`src/design/bhpq_pkg.sv`:
```
package bhpq_pkg;

    localparam int CAPACITY  = 1024;
    localparam int KEY_WIDTH = 32;
    localparam int POS_W     = $clog2(CAPACITY + 1);
    localparam int ADDR_W    = $clog2(CAPACITY);

    typedef logic signed [KEY_WIDTH-1:0] key_t;
    typedef logic [POS_W-1:0]            pos_t;
    typedef logic [ADDR_W-1:0]           addr_t;

    typedef enum logic {
        ACT_PUSH = 1'b0,
        ACT_POP  = 1'b1
    } action_t;

    typedef enum logic [1:0] {
        STATUS_OK    = 2'd0,
        STATUS_EMPTY = 2'd1,
        STATUS_FULL  = 2'd2
    } status_t;

    typedef struct packed {
        action_t action;
        key_t    value;
    } in_item_t;

    typedef struct packed {
        status_t status;
        key_t    popped_value;
        key_t    top_value;
        logic    top_valid;
        pos_t    count;
    } out_item_t;

    typedef enum logic [3:0] {
        ST_IDLE,
        ST_PU_CHK,
        ST_PU_CMP,
        ST_POP_ROOT,
        ST_POP_LAST,
        ST_POP_LAT,
        ST_SD_CHK,
        ST_SD_L,
        ST_SD_R,
        ST_SD_CMP,
        ST_WR_ELEM,
        ST_TOP_RD,
        ST_TOP_LAT,
        ST_DONE
    } state_t;

    typedef enum logic [2:0] {
        RD_ROOT,
        RD_LAST,
        RD_PARENT,
        RD_LEFT,
        RD_RIGHT
    } rd_sel_t;

    typedef struct packed {
        logic    accept;
        logic    rd_en;
        rd_sel_t rd_sel;
        logic    lat_popped;
        logic    lat_last;
        logic    pu_step;
        logic    wr_elem;
        logic    lat_left;
        logic    lat_right;
        logic    sd_step;
        logic    lat_top;
        logic    out_load;
    } dp_cmd_t;

    typedef struct packed {
        logic full;
        logic empty;
        logic hole_root;
        logic child_in;
        logic right_in;
        logic elem_first;
        logic cand_first;
    } dp_stat_t;

    function automatic logic comes_first(logic mode, key_t a, key_t b);
        return mode ? (a > b) : (a < b);
    endfunction

endpackage

```
`src/design/bhpq_ctrl.sv`:
```
module bhpq_ctrl (
    input  logic              aclk,
    input  logic              aresetn,
    input  logic              s_valid,
    input  bhpq_pkg::action_t s_action,
    output logic              s_ready,
    input  logic              m_ready,
    output logic              m_valid,
    input  bhpq_pkg::dp_stat_t stat,
    output bhpq_pkg::dp_cmd_t  cmd
);
    import bhpq_pkg::*;

    state_t state_reg, state_next;
    logic   m_valid_reg, m_valid_next;
    logic   out_free;

    assign out_free = !m_valid_reg || m_ready;
    assign m_valid  = m_valid_reg;
    assign s_ready  = (state_reg == ST_IDLE);

    always_comb begin
        state_next = state_reg;
        case (state_reg)
            ST_IDLE: begin
                if (s_valid) begin
                    if (s_action == ACT_PUSH) begin
                        state_next = stat.full ? ST_TOP_RD : ST_PU_CHK;
                    end else begin
                        state_next = stat.empty ? ST_TOP_RD : ST_POP_ROOT;
                    end
                end
            end
            ST_PU_CHK:   state_next = stat.hole_root ? ST_WR_ELEM : ST_PU_CMP;
            ST_PU_CMP:   state_next = stat.elem_first ? ST_PU_CHK : ST_WR_ELEM;
            ST_POP_ROOT: state_next = ST_POP_LAST;
            ST_POP_LAST: state_next = ST_POP_LAT;
            ST_POP_LAT:  state_next = ST_SD_CHK;
            ST_SD_CHK:   state_next = stat.child_in ? ST_SD_L : ST_WR_ELEM;
            ST_SD_L:     state_next = stat.right_in ? ST_SD_R : ST_SD_CMP;
            ST_SD_R:     state_next = ST_SD_CMP;
            ST_SD_CMP:   state_next = stat.cand_first ? ST_SD_CHK : ST_WR_ELEM;
            ST_WR_ELEM:  state_next = ST_TOP_RD;
            ST_TOP_RD:   state_next = ST_TOP_LAT;
            ST_TOP_LAT:  state_next = ST_DONE;
            ST_DONE: begin
                if (out_free) begin
                    state_next = ST_IDLE;
                end
            end
            default:     state_next = ST_IDLE;
        endcase
    end

    always_comb begin
        cmd          = '0;
        cmd.rd_sel   = RD_ROOT;
        m_valid_next = m_valid_reg && !m_ready;
        case (state_reg)
            ST_IDLE:     cmd.accept = s_valid;
            ST_PU_CHK: begin
                cmd.rd_en  = !stat.hole_root;
                cmd.rd_sel = RD_PARENT;
            end
            ST_PU_CMP:   cmd.pu_step = stat.elem_first;
            ST_POP_ROOT: cmd.rd_en = 1'b1;
            ST_POP_LAST: begin
                cmd.lat_popped = 1'b1;
                cmd.rd_en      = 1'b1;
                cmd.rd_sel     = RD_LAST;
            end
            ST_POP_LAT:  cmd.lat_last = 1'b1;
            ST_SD_CHK: begin
                cmd.rd_en  = stat.child_in;
                cmd.rd_sel = RD_LEFT;
            end
            ST_SD_L: begin
                cmd.lat_left = 1'b1;
                cmd.rd_en    = stat.right_in;
                cmd.rd_sel   = RD_RIGHT;
            end
            ST_SD_R:     cmd.lat_right = 1'b1;
            ST_SD_CMP:   cmd.sd_step = stat.cand_first;
            ST_WR_ELEM:  cmd.wr_elem = 1'b1;
            ST_TOP_RD:   cmd.rd_en = 1'b1;
            ST_TOP_LAT:  cmd.lat_top = 1'b1;
            ST_DONE: begin
                if (out_free) begin
                    cmd.out_load = 1'b1;
                    m_valid_next = 1'b1;
                end
            end
            default:     cmd = '0;
        endcase
    end

    always_ff @(posedge aclk) begin
        if (!aresetn) begin
            state_reg   <= ST_IDLE;
            m_valid_reg <= 1'b0;
        end else begin
            state_reg   <= state_next;
            m_valid_reg <= m_valid_next;
        end
    end

endmodule

```
`config.mk`:
```
export PLATFORM = sky130hd
export DESIGN_NAME = bhpq_ctrl
export DESIGN_NICKNAME = d
export VERILOG_FILES = /design/src/design/bhpq_pkg.sv /design/src/design/bhpq_ctrl.sv
export SDC_FILE = /design/constraint.sdc
export NUM_CORES = 1
export LEC_CHECK = 0
export BUFFER_PORTS_ARGS = -buffer_cell sky130_fd_sc_hd__buf_4
export CORE_AREA = 5 5 42 44
export CTS_CLUSTER_SIZE = 16
export DETAILED_ROUTE_END_ITERATION = 10
export DIE_AREA = 0 0 47 49
export PLACE_DENSITY = 0.84
export SYNTH_ARGS = -nofsm -noshare
export SYNTH_HDL_FRONTEND = slang
export SYNTH_SLANG_ARGS = --single-unit
```
`constraint.sdc`:
```
create_clock -name aclk -period 3.9 [get_ports aclk]
set_clock_uncertainty 0.15 [all_clocks]
set_input_delay 0.39 -clock aclk [delete_from_list [all_inputs] [get_ports aclk]]
set_output_delay 0.39 -clock aclk [all_outputs]
set_load 0.1 [all_outputs]
```
# --- Yosys cells after proc, flatten, opt, wreduce, memory -nomap -nowiden ---
# Cells that the tools add are included.
word_totals:
  reg_bits: 5
  latchBits: 0
  ramBits: 0
  rom_bits: 0
  in_bits: 12
  output_inout_bits: 16
  wordCells: 51
  n_memories: 0
classes:
  addsub: 0
  multipliers: 0
  n_div: 0
  order_cmp: 0
  eq_ne: 15
  n_shift: 0
  mux: 26
  n_bitwise: 0
  reduce_logical: 8
op_table:
  columns: ["op", "n"]
  rows:
  - ["one-hot mux 4 bit (14 select lines)", 1]
  - ["two-way mux 4 bit", 9]
  - ["equality test 4 bit (second input constant)", 6]
  - ["equality test 4 x 3 -> 1 bit (second input constant)", 4]
  - ["two-way mux 1 bit", 14]
  - ["one-hot mux 3 bit (4 select lines)", 1]
  - ["equality test 4 x 2 -> 1 bit (second input constant)", 2]
  - ["equality test 4 x 1 -> 1 bit (second input constant)", 1]
  - ["zero test 4 bit", 1]
  - ["!= test 2 bit (second input constant)", 2]
  - ["one-hot mux 1 bit (4 select lines)", 1]
  - ["zero test 1 bit", 3]
  - ["OR reduction 3 bit", 1]
  - ["AND reduction 2 bit", 1]
  - ["logical AND 1 bit", 1]
  - ["logical OR 1 bit", 1]

# --- Logic depth before layout (Yosys ltp) ---
depth:
  word_depth: 4
  ltp_mapped: 6
  depth_no_buf: 4

# --- Worst setup path before layout ---
# OpenSTA, ideal clock, no wires.
synth_path:
  path_type: "reg2out"
  from: "reg state_reg[2]"
  to: "out cmd[12] in the netlist's numbering"
  arrival_ps: 3065
  t_required_ps: 3360
  path_slack_ps: 295
  stages_incl_launch_ff: 5
  path_cell_list: "dfxtp_1 > clkbuf_1 > clkbuf_1 > a31oi_1 > o21ai_0"
synth_lines:
  columns: ["item", "line", "rtl"]
  rows:
  - ["start, declared", "bhpq_ctrl.sv:14", "state_t state_reg, state_next;"]
  - ["start signal, assigned", "bhpq_ctrl.sv:102", "state_reg <= state_next;"]
  - ["end, declared", "bhpq_ctrl.sv:10", "output bhpq_pkg::dp_cmd_t cmd"]

==> impl_metrics.ini <==
[finish]
drive_above_1_share = 0.308
area_growth_pct = 39.7
fin_cells = 120
layout_commonest_cell = buf_4
final_util = 0.525
final_cell_mix = buf_4, nor2_1, nor3_1
diodes = 0
fin_nets = 117
largest_reg_flops = 4

[worst_setup_path]
slowest_delay_ns = 0.68
crit_fanout = 20
end_kind = output pin
path_buf_inv = 1
crit_start = state_reg[2]
worstSetupPathType = reg2out
crit_path_start_kind = flop
cp.arrival_ns = 2.08
crit_chain = nand2b_1 > o32a_1 > o21ai_0 > buf_4
critical_path.top_delay_family = flip-flops
cp_slowest_cell = dfxtp_1
r2r_start = state_reg[2]
cp_data_required_time_ns = 3.36

[floorplan]
coreArea_um2 = 1400
rows = 14
die_h_um = 49
ios = 28
fp.dieW_um = 47
die_area_um2 = 2300
initial_core_util = 0.376

[sta]
fin_tns_setup_ns = 0
fmax_mhz = 382
min_period_ns = 2.62
setup_viol = 0
relSlewSlack = 0.615
tightest_slew_ns = 0.577
hold_viol = 0
rsz0062_at_grt = false
period_share = 0.671
final_max_slew_viol_count = 0
hold_ws_ns = 0.250

[placement]
dp_hpwl_um = 1150
placed_cells = 116
gp_congestion = 0.831
io_buffers = 27

[clock_tree]
post_cts_buffers = 0
cts_resized = 0
cts_hold_buffers = 0
cts_made_buffers = 3
cts-root-buf = clkbuf_4
ctsLongestPathBuffers = 2
clkSinkCount = 5
htree_levels = 1
clkLatencyLatePin_ns = 0.24
cts_tree = built
clk_pin_slew_worst_paths_ns = 0.05

[yosys]
synthAdderAreaFrac = 0
ys.flop_type = dfxtp_1
synth_edf_count = 0
syn_nets = 93
synth_cell_types = 28
netlist_instances = 81
synth_top_family_by_area = simple AND/OR/NAND/NOR gates
syn-cell-area_um2 = 527
yosysWarnings = 0
yosysSeqAreaShare = 0.190
synthArstFlopShare = 0
synth_xor_area_frac = 0
synthSimpleGateAreaFrac = 0.390
syn_area_per_cell_um2 = 6.50
synth_compound_area_frac = 0.297
ys_ff_latch = 5
synth_mux_area_frac = 0.0190

[global_route]
grt_pass1_vias = 590
grtUsageTotal = 0.137
grt_pass1_wl_um = 2460
grt_max_degree = 21
grt_overflow_total = 0
antenna_found_initial = 0

[drt]
ant_nets = 0
via_per_inst = 5.57
wirelength_um = 1530
drt_iter0_markers = 12
vias = 668
wl_per_cell_um = 12.8
first_pass_iters = 4
drc = 0

[outcome]
status = complete, no violations

[hold_path]
hp-start = aresetn
hold_path.class = in2reg

[run]
drv_cap = 0
==> worst reg2reg max path, delay by kind of cell, from the launching register on <==
family             cells  cell delay [ns]
AOI/OAI and AO/OA      3             0.63
and+or+nand+nor        1             0.34
DFF                    1             0.68
==> cell usage after synthesis, types with 2 or more instances <==
master,number,area share
a21oi_1,7,0.067
buf_2,2,0.019
clkbuf_1,5,0.036
dfxtp_1,5,0.19
inv_1,4,0.028
nand2_1,7,0.050
nand2b_1,5,0.059
nor2_1,12,0.086
nor2b_1,2,0.024
nor3_1,10,0.095
o211ai_1,2,0.028
o21ai_0,4,0.038
==> cells by family (layout without fill, tap and decap cells) <==
| logic type | after synthesis | after routing |
|---|---|---|
| AO/OA/AOI/OAI | 22 | 22 |
| buffers and inverters | 12 | 35 |
| flip-flops | 5 | 5 |
| multiplexers | 1 | 1 |
| AND/OR/NAND/NOR | 41 | 41 |
==> per-layer routing <==
| metal | vias up | GRT usage | part of all wire |
|---|---|---|---|
| met5 | - | 0 | 0 |
| li1 | 337 | - | - |
| met4 | 0 | 0.0461 | 0 |
| met2 | 31 | 0.192 | 0.48 |
| met1 | 300 | 0.195 | 0.44 |
| met3 | 0 | 0.0406 | 0.080 |
==> through the flow <==
stage | area [um2] | setup WS (ns)
3_5_place_dp | 709 | 1.58
4_1_cts | 736 | 1.30
6_report | 736 | 1.28
3_3_place_gp | 709 | 1.65
2_1_floorplan | 527 | 0.295
5_1_grt | 736 | 1.11
==> layout make-up <==
| type | count | area [um2] |
|---|---|---|
| fillers | 148 | 666 |
| multi-input cells | 64 | 372 |
| repair buffers | 27 | 203 |
| flip-flops and latches | 5 | 100 |
| clock buffers | 4 | 26.3 |
| well taps | 16 | 20.0 |
| inverters | 4 | 15.0 |
==> final timing paths <==
check | end | slack [ns] | depth (start not counted)
setup / recovery | cmd[12] | 1.28 | 4
hold / removal | state_reg[2] | 0.25 | 2
setup reg to reg | state_reg[2] | 2.05 | 4
hold reg to reg | m_valid | 0.40 | 2
Power is left out: the tool's default activity adds up to more than one toggle a clock period on the data nets, which glitch-free logic cannot reach.
